`config.mk`:
```
export PLATFORM = sky130hd
export DESIGN_NAME = ecn_count_threshold_marker
export DESIGN_NICKNAME = d
export VERILOG_FILES = /design/src/sv/ecntm_pkg.sv /design/src/sv/ecntm_engine.sv /design/src/sv/ecn_count_threshold_marker.sv
export VERILOG_INCLUDE_DIRS = /design/src /design/src/sv
export SDC_FILE = /design/constraint.sdc
export NUM_CORES = 1
export LEC_CHECK = 0
export ABC_AREA = 1
export CELL_PAD_IN_SITES_DETAIL_PLACEMENT = 0
export CELL_PAD_IN_SITES_GLOBAL_PLACEMENT = 1
export CORE_MARGIN = 4
export CORE_UTILIZATION = 40
export CTS_BUF_LIST = sky130_fd_sc_hd__clkbuf_16
export DETAILED_ROUTE_END_ITERATION = 8
export DONT_BUFFER_PORTS = 1
export GPL_ROUTABILITY_DRIVEN = 0
export PLACE_DENSITY = 0.7
export SYNTH_ARGS = -nofsm -noshare
export SYNTH_HDL_FRONTEND = slang
export SYNTH_SLANG_ARGS = --single-unit
```
`constraint.sdc`:
```
create_clock -name clk_i -period 10.9 [get_ports clk_i]
set_input_delay 2.725 -clock clk_i [delete_from_list [all_inputs] [get_ports clk_i]]
set_output_delay 2.725 -clock clk_i [all_outputs]
set_load 0.01 [all_outputs]
```
`src/sv/ecn_count_threshold_marker_assert.svh`:
```
// ---------------------------------------------------------------------------
// ecn_count_threshold_marker_assert.svh
// Assertion macros shared by the ECN marker RTL.
// ---------------------------------------------------------------------------
`ifndef ECN_COUNT_THRESHOLD_MARKER_ASSERT_SVH
`define ECN_COUNT_THRESHOLD_MARKER_ASSERT_SVH

// Same-cycle implication, disabled while reset is asserted.
`define ECNTM_ASSERT_NOW(lbl, clk, rstn, ante, cons) \
  lbl: assert property (@(posedge clk) disable iff (!(rstn)) (ante) |-> (cons)) \
    else $error("ecntm: same-cycle check failed");

// Next-cycle implication, disabled while reset is asserted.
`define ECNTM_ASSERT_NEXT(lbl, clk, rstn, ante, cons) \
  lbl: assert property (@(posedge clk) disable iff (!(rstn)) (ante) |=> (cons)) \
    else $error("ecntm: next-cycle check failed");

`endif

```
`src/sv/ecntm_pkg.sv`:
```
// ---------------------------------------------------------------------------
// ecntm_pkg
// Types and codes of the ECN count-threshold marker.
// ---------------------------------------------------------------------------
`default_nettype none

package ecntm_pkg;

  typedef enum logic {
    OP_ENQUEUE = 1'b0,
    OP_DEQUEUE = 1'b1
  } opcode_e;

  typedef enum logic [2:0] {
    ST_ACCEPTED   = 3'd0,
    ST_DROPPED    = 3'd1,
    ST_DEQUEUED   = 3'd2,
    ST_EMPTY      = 3'd3,
    ST_UNEXPECTED = 3'd4
  } status_e;

  typedef enum logic [2:0] {
    CFG_LIMIT_IN_BYTES     = 3'd0,
    CFG_PACKET_LIMIT       = 3'd1,
    CFG_BYTE_LIMIT         = 3'd2,
    CFG_COUNT_THRESHOLD    = 3'd3,
    CFG_PER_TENANT_COUNTS  = 3'd4,
    CFG_MARKING_ENABLED    = 3'd5,
    CFG_TENANT_ZERO_SOURCE = 3'd6,
    CFG_TENANT_ONE_SOURCE  = 3'd7
  } cfg_idx_e;

  // ECN codepoints
  localparam logic [1:0] ECN_NOT_ECT = 2'd0;
  localparam logic [1:0] ECN_ECT_1   = 2'd1;
  localparam logic [1:0] ECN_ECT0    = 2'd2;
  localparam logic [1:0] ECN_CE      = 2'd3;

  // Register reset values
  localparam logic        RST_LIMIT_IN_BYTES     = 1'b1;
  localparam logic [15:0] RST_PACKET_LIMIT       = 16'd4000;
  localparam logic [31:0] RST_BYTE_LIMIT         = 32'd6000000;
  localparam logic [15:0] RST_COUNT_THRESHOLD    = 16'd10;
  localparam logic        RST_PER_TENANT_COUNTS  = 1'b0;
  localparam logic        RST_MARKING_ENABLED    = 1'b1;
  localparam logic [31:0] RST_TENANT_ZERO_SOURCE = 32'h0A01_0101;  // 10.1.1.1
  localparam logic [31:0] RST_TENANT_ONE_SOURCE  = 32'h0A01_0201;  // 10.1.2.1

  typedef struct packed {
    logic        limit_in_bytes;
    logic [15:0] packet_limit;
    logic [31:0] byte_limit;
    logic [15:0] count_threshold;
    logic        per_tenant_counts;
    logic        marking_enabled;
    logic [31:0] tenant_zero_source;
    logic [31:0] tenant_one_source;
  } cfg_t;

  typedef struct packed {
    opcode_e     opcode;
    logic [15:0] packet_bytes;
    logic [31:0] source_address;
    logic [1:0]  ecn_in;
  } item_t;

  typedef struct packed {
    status_e     status;
    logic [1:0]  ecn_out;
    logic        was_marked;
    logic [15:0] tenant_zero_level;
    logic [15:0] tenant_one_level;
  } result_t;

endpackage

`default_nettype wire

```
`src/sv/ecntm_engine.sv`:
```
// ---------------------------------------------------------------------------
// ecntm_engine
// Occupancy and tenant counters with the admission / marking decision.
// ---------------------------------------------------------------------------
`default_nettype none

module ecntm_engine
  import ecntm_pkg::*;
#(
  parameter int unsigned COUNT_BITS = 16
) (
  input  wire logic    clk_i,
  input  wire logic    rst_ni,
  input  wire cfg_t    cfg_i,
  input  wire item_t   item_i,
  input  wire logic    commit_i,   // apply the state update of item_i
  output result_t      result_o
);

  localparam int unsigned CMP_BITS = ((COUNT_BITS > 16) ? COUNT_BITS : 16) + 1;
  localparam int unsigned LVL_BITS = (COUNT_BITS < 16) ? COUNT_BITS : 16;
  localparam logic [COUNT_BITS-1:0] COUNT_MAX = {COUNT_BITS{1'b1}};

  logic [COUNT_BITS-1:0] pkts_q, pkts_d;
  logic [31:0]           bytes_q, bytes_d;
  logic [COUNT_BITS-1:0] t0_q, t0_d;
  logic [COUNT_BITS-1:0] t1_q, t1_d;

  logic [32:0]           byte_sum;
  logic [CMP_BITS-1:0]   pkt_sum;
  logic                  full;
  logic [COUNT_BITS-1:0] level;
  logic                  unexpected;

  function automatic logic [COUNT_BITS-1:0] sat_inc(input logic [COUNT_BITS-1:0] v);
    sat_inc = (v == COUNT_MAX) ? v : v + 1'b1;
  endfunction

  function automatic logic [COUNT_BITS-1:0] sat_dec(input logic [COUNT_BITS-1:0] v);
    sat_dec = (v == '0) ? v : v - 1'b1;
  endfunction

  assign byte_sum = {1'b0, bytes_q} + {17'd0, item_i.packet_bytes};
  assign pkt_sum  = CMP_BITS'(pkts_q) + CMP_BITS'(1);
  assign full     = cfg_i.limit_in_bytes ? (byte_sum > {1'b0, cfg_i.byte_limit})
                                         : (pkt_sum > CMP_BITS'(cfg_i.packet_limit));

  always_comb begin
    pkts_d     = pkts_q;
    bytes_d    = bytes_q;
    t0_d       = t0_q;
    t1_d       = t1_q;
    level      = '0;
    unexpected = 1'b0;
    result_o.status     = ST_ACCEPTED;
    result_o.ecn_out    = item_i.ecn_in;
    result_o.was_marked = 1'b0;

    if (item_i.opcode == OP_ENQUEUE) begin
      if (full) begin
        result_o.status = ST_DROPPED;
      end else begin
        pkts_d  = sat_inc(pkts_q);
        bytes_d = byte_sum[32] ? 32'hFFFF_FFFF : byte_sum[31:0];
        if (cfg_i.per_tenant_counts && (item_i.source_address != cfg_i.tenant_zero_source)) begin
          t1_d = sat_inc(t1_q);
        end else begin
          t0_d = sat_inc(t0_q);
        end
      end
    end else if (pkts_q == '0) begin
      result_o.status  = ST_EMPTY;
      result_o.ecn_out = ECN_NOT_ECT;
    end else begin
      pkts_d  = sat_dec(pkts_q);
      bytes_d = (bytes_q >= {16'd0, item_i.packet_bytes})
                ? bytes_q - {16'd0, item_i.packet_bytes} : 32'd0;
      if (!cfg_i.per_tenant_counts || (item_i.source_address == cfg_i.tenant_zero_source)) begin
        t0_d  = sat_dec(t0_q);
        level = t0_d;
      end else if (item_i.source_address == cfg_i.tenant_one_source) begin
        t1_d  = sat_dec(t1_q);
        level = t1_d;
      end else begin
        unexpected = 1'b1;
      end

      if (unexpected) begin
        result_o.status = ST_UNEXPECTED;
      end else begin
        result_o.status = ST_DEQUEUED;
        if ((CMP_BITS'(level) > CMP_BITS'(cfg_i.count_threshold)) &&
            cfg_i.marking_enabled && (item_i.ecn_in == ECN_ECT_1)) begin
          result_o.ecn_out    = ECN_CE;
          result_o.was_marked = 1'b1;
        end
      end
    end

    result_o.tenant_zero_level = 16'(t0_d[LVL_BITS-1:0]);
    result_o.tenant_one_level  = 16'(t1_d[LVL_BITS-1:0]);
  end

  always_ff @(posedge clk_i or negedge rst_ni) begin
    if (!rst_ni) begin
      pkts_q  <= '0;
      bytes_q <= '0;
      t0_q    <= '0;
      t1_q    <= '0;
    end else if (commit_i) begin
      pkts_q  <= pkts_d;
      bytes_q <= bytes_d;
      t0_q    <= t0_d;
      t1_q    <= t1_d;
    end
  end

endmodule

`default_nettype wire

```
`src/sv/ecn_count_threshold_marker.sv`:
```
// ---------------------------------------------------------------------------
// ecn_count_threshold_marker
// Admission and CE-marking control for one externally stored packet FIFO.
// ---------------------------------------------------------------------------
//  channel   handshake                   payload
//  -------   -------------------------   ------------------------------------
//  in        in_valid_i / in_ready_o     opcode, packet_bytes, source, ecn_in
//  out       out_valid_o / out_ready_i   status, ecn_out, was_marked, levels
//  cfg       cfg_we_i (always taken)     cfg_idx_i, cfg_data_i
//
//  One word per cycle while out does not stall; a taken word moves from the
//  input register through the engine into the result register, then out.
//  The counters live in the engine and are updated as a word leaves the input
//  register, so each word sees the state left by the one before it.
//  A stall on out backs up through both registers; in_ready_o drops only
//  when both are full. Reset clears counters and restores register defaults.
// ---------------------------------------------------------------------------
`default_nettype none

`include "ecn_count_threshold_marker_assert.svh"

module ecn_count_threshold_marker
  import ecntm_pkg::*;
#(
  parameter int unsigned COUNT_BITS = 16
) (
  input  wire logic        clk_i,
  input  wire logic        rst_ni,

  input  wire logic        cfg_we_i,
  input  wire logic [2:0]  cfg_idx_i,
  input  wire logic [31:0] cfg_data_i,

  input  wire logic        in_valid_i,
  output logic             in_ready_o,
  input  wire logic        opcode_i,
  input  wire logic [15:0] packet_bytes_i,
  input  wire logic [31:0] source_address_i,
  input  wire logic [1:0]  ecn_in_i,

  output logic             out_valid_o,
  input  wire logic        out_ready_i,
  output logic [2:0]       status_o,
  output logic [1:0]       ecn_out_o,
  output logic             was_marked_o,
  output logic [15:0]      tenant_zero_level_o,
  output logic [15:0]      tenant_one_level_o
);

  // Configuration registers
  cfg_t cfg_q;

  always_ff @(posedge clk_i or negedge rst_ni) begin
    if (!rst_ni) begin
      cfg_q.limit_in_bytes     <= RST_LIMIT_IN_BYTES;
      cfg_q.packet_limit       <= RST_PACKET_LIMIT;
      cfg_q.byte_limit         <= RST_BYTE_LIMIT;
      cfg_q.count_threshold    <= RST_COUNT_THRESHOLD;
      cfg_q.per_tenant_counts  <= RST_PER_TENANT_COUNTS;
      cfg_q.marking_enabled    <= RST_MARKING_ENABLED;
      cfg_q.tenant_zero_source <= RST_TENANT_ZERO_SOURCE;
      cfg_q.tenant_one_source  <= RST_TENANT_ONE_SOURCE;
    end else if (cfg_we_i) begin
      case (cfg_idx_e'(cfg_idx_i))
        CFG_LIMIT_IN_BYTES:     cfg_q.limit_in_bytes     <= cfg_data_i[0];
        CFG_PACKET_LIMIT:       cfg_q.packet_limit       <= cfg_data_i[15:0];
        CFG_BYTE_LIMIT:         cfg_q.byte_limit         <= cfg_data_i;
        CFG_COUNT_THRESHOLD:    cfg_q.count_threshold    <= cfg_data_i[15:0];
        CFG_PER_TENANT_COUNTS:  cfg_q.per_tenant_counts  <= cfg_data_i[0];
        CFG_MARKING_ENABLED:    cfg_q.marking_enabled    <= cfg_data_i[0];
        CFG_TENANT_ZERO_SOURCE: cfg_q.tenant_zero_source <= cfg_data_i;
        CFG_TENANT_ONE_SOURCE:  cfg_q.tenant_one_source  <= cfg_data_i;
        default: ;
      endcase
    end
  end

  // Pipeline control: input register -> engine -> result register
  logic    stg_valid_q;
  item_t   stg_item_q;
  logic    advance;      // input register word moves into the result register
  result_t res_comb;
  result_t res_q;

  assign advance    = stg_valid_q && (!out_valid_o || out_ready_i);
  assign in_ready_o = !stg_valid_q || advance;

  always_ff @(posedge clk_i or negedge rst_ni) begin
    if (!rst_ni) begin
      stg_valid_q <= 1'b0;
      out_valid_o <= 1'b0;
    end else begin
      if (in_ready_o) begin
        stg_valid_q <= in_valid_i;
      end
      if (advance) begin
        out_valid_o <= 1'b1;
      end else if (out_ready_i) begin
        out_valid_o <= 1'b0;
      end
    end
  end

  always_ff @(posedge clk_i) begin
    if (in_valid_i && in_ready_o) begin
      stg_item_q.opcode         <= opcode_e'(opcode_i);
      stg_item_q.packet_bytes   <= packet_bytes_i;
      stg_item_q.source_address <= source_address_i;
      stg_item_q.ecn_in         <= ecn_in_i;
    end
    if (advance) begin
      res_q <= res_comb;
    end
  end

  ecntm_engine #(
    .COUNT_BITS (COUNT_BITS)
  ) u_engine (
    .clk_i    (clk_i),
    .rst_ni   (rst_ni),
    .cfg_i    (cfg_q),
    .item_i   (stg_item_q),
    .commit_i (advance),
    .result_o (res_comb)
  );

  assign status_o            = res_q.status;
  assign ecn_out_o           = res_q.ecn_out;
  assign was_marked_o        = res_q.was_marked;
  assign tenant_zero_level_o = res_q.tenant_zero_level;
  assign tenant_one_level_o  = res_q.tenant_one_level;

  // Checks
  `ECNTM_ASSERT_NOW(a_mark_only_on_dequeue, clk_i, rst_ni, out_valid_o && was_marked_o, status_o == ST_DEQUEUED && ecn_out_o == ECN_CE)
  `ECNTM_ASSERT_NOW(a_empty_clears_ecn, clk_i, rst_ni, out_valid_o && status_o == ST_EMPTY, ecn_out_o == ECN_NOT_ECT && !was_marked_o)
  `ECNTM_ASSERT_NEXT(a_taken_word_staged, clk_i, rst_ni, in_valid_i && in_ready_o, stg_valid_q)
  `ECNTM_ASSERT_NEXT(a_advance_fills_out, clk_i, rst_ni, advance, out_valid_o)

endmodule

`default_nettype wire
```
### Yosys cells after proc, flatten, opt, wreduce, memory -nomap -nowiden

Cells that the tools add are included.

| operators by class | value |
|---|---|
| bitwise logic cells | 1 |
| reductions and logical operators | 27 |
| muxes and demuxes | 43 |
| equality and inequality tests | 17 |
| add/subtract/negate cells | 9 |
| order comparisons | 4 |

Operator list:

| cell | number |
|---|---|
| $mux W16 | 23 |
| $mux W32 | 5 |
| $eq A32 B32 Y1 | 2 |
| $add A16 B1 Y16 const B | 3 |
| $eq A16 B16 Y1 const B | 3 |
| $logic_not A16 Y1 | 3 |
| $sub A16 B1 Y16 const B | 3 |
| $add A32 B16 Y33 | 1 |
| $gt A33 B32 Y1 | 1 |
| $ge A32 B16 Y1 | 1 |
| $ne A32 B32 Y1 | 1 |
| $sub A32 B16 Y32 | 1 |
| $add A16 B1 Y17 const B | 1 |
| $gt A17 B16 Y1 | 1 |
| $gt A16 B16 Y1 | 1 |
| $reduce_and A2 Y1 | 8 |
| $mux W3 | 5 |
| $eq A3 B3 Y1 const B | 4 |
| $mux W1 | 9 |
| $eq A3 B2 Y1 const B | 2 |
| $ne A2 B2 Y1 const B | 3 |
| $logic_and A1 B1 Y1 | 5 |
| $mux W5 | 1 |
| $reduce_and A4 Y1 | 1 |
| 9 further kinds | 13 |

| word-level totals | value |
|---|---|
| input bits | 91 |
| output and inout port bits | 40 |
| register bits after elaboration | 302 |
| word-level logic and storage cells | 124 |

### Depth between registers and ports, before layout

Gate-level depths: netlist of run 1.

| logic depth | value |
|---|---|
| word-level depth | 13 |
| depth in mapped cells | 35 |
| mapped depth without buffers | 32 |

### Hierarchy

Synthesis of run 1 repeated with hierarchy kept, for this count alone.

| unflattened totals | value |
|---|---|
| cells, all modules | 2986 |
| area total of the unflattened synthesis | 21169.1 um^2 |

Modules (own cells, without submodules):

| module | cells each | instances | seq. area each (um^2) | area an instance (um^2) |
|---|---|---|---|---|
| ecntm_engine | 2309 | 1 | 2001.9 | 13317.8 |
| ecn_count_threshold_marker | 677 | 1 | 6038.3 | 7851.3 |

### Worst setup path before layout of run 1

OpenSTA, ideal clock, no wires.

| timing path | value |
|---|---|
| path type | input -> output |
| start point | input port out_ready_i |
| end point | output port in_ready_o |
| setup slack | 5.266 ns |
| arrival | 2.909 ns |
| required time | 8.175 ns |
| cell stages on the path | 2 |
| path buffers | 0 |
| cell sequence | inv_1 > nand3_1 |

| between the ends | value |
|---|---|
| cells in the longest elaborated chain, start to end | 3 |

RTL lines:

| what | RTL line | text |
|---|---|---|
| from (decl) | ecn_count_threshold_marker.sv:42 | `input wire logic out_ready_i,` |
| $logic_or A1 B1 Y1 | ecn_count_threshold_marker.sv:85 | `assign advance = stg_valid_q && (!out_valid_o \|\| out_ready_i);` |
| $logic_and A1 B1 Y1 | ecn_count_threshold_marker.sv:85 |  |
| $logic_or A1 B1 Y1 | ecn_count_threshold_marker.sv:86 | `assign in_ready_o = !stg_valid_q \|\| advance;` |
| to (decl) | ecn_count_threshold_marker.sv:35 | `output logic in_ready_o,` |

No other way between the ends.

### Worst setup path after layout of run 1

| timing path | value |
|---|---|
| start point | register stg_item_q[47] (netlist name) |
| end point | register u_engine.pkts_q[0] |

| between the ends | value |
|---|---|
| cells in the longest elaborated chain, start to end | 5 |

RTL lines:

| what | RTL line | text |
|---|---|---|
| from (decl) | ecn_count_threshold_marker.sv:80 | `item_t stg_item_q;` |
| $add A32 B16 Y33 | ecntm_engine.sv:43 | `assign byte_sum = {1'b0, bytes_q} + {17'd0, item_i.packet_bytes};` |
| $gt A33 B32 Y1 | ecntm_engine.sv:45 | `assign full = cfg_i.limit_in_bytes ? (byte_sum > {1'b0, cfg_i.byte_limit})` |
| $mux W1 | ecntm_engine.sv:45 |  |
| $ne A2 B2 Y1 (no line) | - |  |
| $reduce_and A4 Y1 (no line) | - |  |
| to (signal assigned) | ecntm_engine.sv:111 | `pkts_q <= pkts_d;` |
| to (decl) | ecntm_engine.sv:24 | `logic [COUNT_BITS-1:0] pkts_q, pkts_d;` |

No other way between the ends.
A chain may end at the register's enable or synchronous reset.

==> impl_metrics.toml, run 1 <==
[status]
status = "completed"

[sta]
setup_violations = 0
fin_crit_ns = 5.96
post-route-period-util_pct = 54.7
setup_tns_ns = 0
hold_viol = 0
setup_slack_ns = 4.94
finClkSkew_ns = 0.0162
rsz0062_at_grt = "false"
worst_pin_slew_ns = 1.25
relSlewSlack_pct = 14.2
clock.fmax_ghz = 0.168
drv_slew = 0

[cts]
worst_skew_pair.late_latency_ns = 0.57
numCtsBuffers = 37
clockBufferDepth = 3
htreeDepth = 2
post_cts_buffers = 0
cts_hold_buf = 0
cts.root.buffer_cell = "clkbuf_16"
cts_resized = 0
cts_tree = "built"
path_clk_slew_ns = 0.06
clock_sinks = 302

[setup_path]
crit_chain = "inv_1 -> ha_1 -> inv_1 -> a21oi_1 -> o21ai_0 -> a21oi_1 -> nand2_1 -> buf_4 -> nand3_1 -> nor2_1 -> xor2_1 -> ha_1 -> nand4_1 -> or3_1 -> nor4_1 -> a21oi_4 -> nand2_4 -> nand2_4 -> nand2_4 -> nand3_2 -> xor2_1"
crit_buf_inv = 3
arrival_ns = 6.38
cp_max_fo = 34
critPathMaxStageDelay_ns = 0.53
r2r_start = "stg_item_q[47]$_DFFE_PP_"
start_kind = "flop"
worst-setup-path-type = "flop to flop"
crit_start = "stg_item_q[47]$_DFFE_PP_"
r2r.worst_path.cells = 21
cp.required_ns = 11.32
cp_common_cell = "nand2_4"
slowest_stage = "nand3_2"
crit_cells = 21
cp-end-kind = "flop"
crit_family = "simple AND/OR/NAND/NOR gates"

[route]
avgRoutedWirePerCell_um = 18.9
drc_errors = 0
vias = 18200
drt-pass1-iter-count = 5
wirelength_um = 64700
viasPerCell = 5.32
drtIter0Drc = 1705
postRouteAntennaNets = 0

[hold_path]
hold_path_depth = 2
hold_class = "flop to flop"
hp-start = "cfg_q[51]$_DFFE_PN0P_"

[global_routing]
grt_max_degree = 214
grt_util_all_layers_pct = 22.8
first_global_vias = 17000
grt_pass1_wl_um = 101000
grt_antenna_before_repair = 0
grt-ovfl-total = 0

[synthesis]
ys_seq_area_share_pct = 39.0
async_reset_ff_share_pct = 70.5
ys_ff_latch = 302
ys.flop_type = "dfrtp_1"
ys_types = 51
syn_area_mm2 = 0.0206
synth_area_leaders = "dfrtp_1, edfxtp_1, nand2_1"
syn_nets = 2983
netlist_instances = 2773
synth_warnings = 0
synth_edf_count = 89
synth_top_area_share_pct = 22.2
avgSynthCellArea_um2 = 7.43
yosysTopAreaCell = "dfrtp_1"

[layout]
area_delta_synth_final_pct = 7.93
final_common_cell = "nand2_1"
stdcell_area_mm2 = 0.0222
layout-drive-gt1-share_pct = 4.33
diodes = 0
stdcell_count = 3419
nNetsFinal = 2928
final_cell_mix = "nand2_1, inv_1, nor2_1"

[die]
chipWidth_um = 235
die_h_um = 235
initial_core_util_pct = 40.8
rows = 82
core_area_mm2 = 0.0505
ioPinCount = 131
die-area_mm2 = 0.0552

[place]
placed_area_mm2 = 0.0211
numPlacedInstances = 3351
io_buffer_count = 0
post-place-ws_ns = 5.05
place_hpwl_um = 47400

[power_and_ir_drop]
vdd_drop_max_v = 0.000146
power_density_mw_per_mm2 = 256
leakage_nw = 10.6
finalPower_mw = 5.68

[flow_run]
drv_cap = 0
-- sequential cells by signal, summed over array words and instances, names as in the netlist --
name                 cells
cfg_q                  131
stg_item_q              51
u_engine.bytes_q        32
tenant_one_level_o      16
tenant_zero_level_o     16
u_engine.pkts_q         16
u_engine.t0_q           16
u_engine.t1_q           16
status_o                 3
ecn_out_o                2
out_valid_o              1
stg_valid_q              1
was_marked_o             1
-- through the flow --
stage / util, % / hold slack [ns]
after global routing: 44.0 / 0.505
after floorplan: - / 0.453
after detailed placement: 41.7 / 0.475
after CTS: 44.0 / 0.489
after global placement: 41.7 / 0.468
final: 44.0 / 0.485
-- final timing paths --
kind,slack (ns),to
setup / recovery,4.94,u_engine.pkts_q[0]$_DFFE_PN0P_
hold / removal,0.49,cfg_q[51]$_DFFE_PN0P_
setup reg to reg,4.94,u_engine.pkts_q[0]$_DFFE_PN0P_
hold reg to reg,0.49,cfg_q[51]$_DFFE_PN0P_
max in group asynchronous,8.58,cfg_q[16]$_DFFE_PN1P_
min in group asynchronous,1.85,u_engine.bytes_q[7]$_DFFE_PN0P_
-- per-layer routing --
metal  global-route usage (%)  part of all wire (%)  vias up
met5                        0                     0        -
met4                     4.91                   1.8        0
met3                     4.26                   6.5       64
met2                     34.8                    43      530
met1                     33.9                    48     8610
li1                         -                     -     8970
-- Yosys cell counts (all sizes together) (8+ instances only) --
cell / n
nor3: 61
o22ai: 8
nand3: 159
nor4: 16
a21oi: 162
buf: 36
clkbuf: 71
xor2: 109
or2: 9
o211ai: 13
o21ai: 259
nor2: 252
a31oi: 12
nand3b: 8
nand4: 42
dfstp: 30
dfrtp: 183
edfxtp: 89
nand2: 703
ha: 116
inv: 333
xnor2: 45
-- tightest hold or removal path, delay by kind of cell, from the launching register on --
| family | cells | cell delay, ns |
|---|---|---|
| flip-flops | 1 | 0.33 |
| AND/OR/NAND/NOR | 1 | 0.05 |
| AO/OA/AOI/OAI | 1 | 0.06 |
-- logic make-up after synthesis --
logic type | share of synthesized area [%]
AO/OA/AOI/OAI | 12.9
adder cells (fa/ha/maj) | 7.34
buffers and inverters | 8.51
AND/OR/NAND/NOR | 25.7
XOR/XNOR | 6.55
flip-flops | 39.0
-- layout make-up --
class,instances,area (um^2)
inverters,338,1270
fillers,5222,28300
clock inverters,31,240
repair buffers,13,97.6
multi-input cells,2026,10800
well taps,672,841
clock buffers,37,926
flip-flops and latches,302,8040
-- power by group --
group          leakage, nW  internal [mW]  switching, mW
logic                 6.52          0.918           1.78
registers             3.45           1.47          0.319
clock network        0.601          0.674          0.523
Note: power is estimated with default switching activity, not from simulation.
==> run 2, diff against run 1 <==
==> constraint.sdc (replaced) <==
create_clock -name clk_i -period 6.1 [get_ports clk_i]
set_input_delay 1.525 -clock clk_i [delete_from_list [all_inputs] [get_ports clk_i]]
set_output_delay 1.525 -clock clk_i [all_outputs]
set_load 0.01 [all_outputs]
==> impl_metrics.toml, run 2 (same netlist as run 1, synthesis figures left out) <==
[die]
initial_core_util_pct = 40.8
ioPinCount = 131
die_h_um = 235
core_area_mm2 = 0.0505
chipWidth_um = 235
die-area_mm2 = 0.0552
rows = 82

[place]
place_hpwl_um = 47800
post-place-ws_ns = 1.19
io_buffer_count = 0
placed_area_mm2 = 0.0211
numPlacedInstances = 3353

[layout]
area_delta_synth_final_pct = 8.17
stdcell_count = 3422
stdcell_area_mm2 = 0.0223
diodes = 0
postLayoutCoreUtil_pct = 44.1
final_common_cell = "nand2_1"
final_cell_mix = "nand2_1, inv_1, nor2_1"
largestRegisters = "cfg_q: 131 flops, stg_item_q: 51 flops, u_engine.bytes_q: 32 flops"
layout-drive-gt1-share_pct = 4.40
nNetsFinal = 2931
largest_register_ffs = 131
largest-register = "cfg_q"

[sta]
worst_pin_slew_ns = 1.16
fin_crit_ns = 5.05
setup_slack_ns = 1.05
drv_slew = 0
relSlewSlack_pct = 20.8
setup_violations = 0
hold_viol = 0
holdWs_ns = 0.481
setup_tns_ns = 0
clock.fmax_ghz = 0.198
rsz0062_at_grt = "false"
post-route-period-util_pct = 82.8
finClkSkew_ns = 0.0228

[cts]
cts_hold_buf = 0
numCtsBuffers = 38
clockBufferDepth = 3
post_cts_buffers = 0
htreeDepth = 2
cts.root.buffer_cell = "clkbuf_16"
cts_tree = "built"
cts_resized = 0
worst_skew_pair.late_latency_ns = 0.58
path_clk_slew_ns = 0.06
clock_sinks = 302

[global_routing]
grt_util_all_layers_pct = 23.1
grt_max_degree = 214
grt_antenna_before_repair = 0
first_global_vias = 17300
grt_pass1_wl_um = 102000
grt-ovfl-total = 0

[power_and_ir_drop]
finalPower_mw = 10.2
leakage_nw = 10.6
vdd_drop_max_v = 0.000238
power_density_mw_per_mm2 = 458

[setup_path]
critPathMaxStageDelay_ns = 0.40
cp_max_fo = 50
arrival_ns = 5.49
cp.required_ns = 6.54
worst-setup-path-type = "flop to flop"
crit_family = "simple AND/OR/NAND/NOR gates"
start_kind = "flop"
slowest_stage = "dfrtp_1"
crit_chain = "ha_1 -> inv_1 -> a21oi_1 -> nand2_1 -> a21oi_1 -> inv_1 -> a21oi_1 -> nor2_1 -> nor2_1 -> nor2_1 -> nand2_1 -> nand2_1 -> ha_1 -> nand4_1 -> or3_1 -> nor4_1 -> a21oi_4 -> nand2_4 -> nand2_4 -> nand2_4 -> nand2_4 -> o21ai_0 -> nand2_1"
cp-end-kind = "flop"
crit_buf_inv = 2

[route]
drt-pass1-iter-count = 7
viasPerCell = 5.34
postRouteAntennaNets = 0
drtIter0Drc = 1529
drc_errors = 0
wirelength_um = 65400
vias = 18300
avgRoutedWirePerCell_um = 19.1

[flow_run]
drv_cap = 0

[status]
status = "completed"

[hold_path]
hold_class = "flop to flop"
run 2: changes by cell type in the layout (fill, tap and decap cells not counted):
| cell | delta |
|---|---|
| buf_4 | +2 |
| clkbuf_16 | +2 |
| clkinv_2 | -1 |
| clkinv_4 | +1 |
| clkinv_8 | -1 |
| inv_1 | +1 |
| inv_4 | -1 |
run 2: power breakdown:
| part | internal [mW] | total [mW] | leakage [nW] | switching [mW] |
|---|---|---|---|---|
| registers | 2.63 | 3.20 | 3.45 | 0.576 |
| logic | 1.65 | 4.81 | 6.53 | 3.16 |
| clock network | 1.25 | 2.19 | 0.620 | 0.933 |
| total | 5.53 | 10.2 | 10.6 | 4.67 |
run 2: worst paths after layout:
check / to / cells after the start / slack (ns) / from
worst min-delay path: cfg_q[81]$_DFFE_PN0P_ / 2 / 0.48 / cfg_q[81]$_DFFE_PN0P_
max in group asynchronous: u_engine.t1_q[3]$_DFFE_PN0P_ / 0 / 4.90 / rst_ni
worst min register to register: cfg_q[81]$_DFFE_PN0P_ / 2 / 0.48 / cfg_q[81]$_DFFE_PN0P_
worst max-delay path: u_engine.bytes_q[20]$_DFFE_PN0P_ / 23 / 1.05 / u_engine.bytes_q[2]$_DFFE_PN0P_
worst max register to register: u_engine.bytes_q[20]$_DFFE_PN0P_ / 23 / 1.05 / u_engine.bytes_q[2]$_DFFE_PN0P_
min in group asynchronous: u_engine.pkts_q[10]$_DFFE_PN0P_ / 0 / 0.67 / rst_ni
run 2: cell type report:
class	instances	area [um^2]
Timing Repair Buffer	15	113
Clock buffer	39	976
Clock inverter	30	225
Sequential cell	302	8040
Multi-Input combinational cell	2026	10800
Inverter	338	1270
Tap cell	672	841
Fill cell	5212	28200
run 2: tightest hold or removal path, stage by stage, from the launching register on:
cell,delay (ns)
dfrtp_1,0.34
nand2_1,0.05
o21ai_0,0.05
run 2: routing by layer:
metal	part of all wire (%)	routed length, um	GRT usage (%)	vias to the layer above
met5	0	0	0	-
met4	2.2	1420	5.59	0
met3	6.5	4260	3.98	74
met2	43	28300	35.1	568
met1	48	31400	34.4	8649
li1	-	-	-	8977
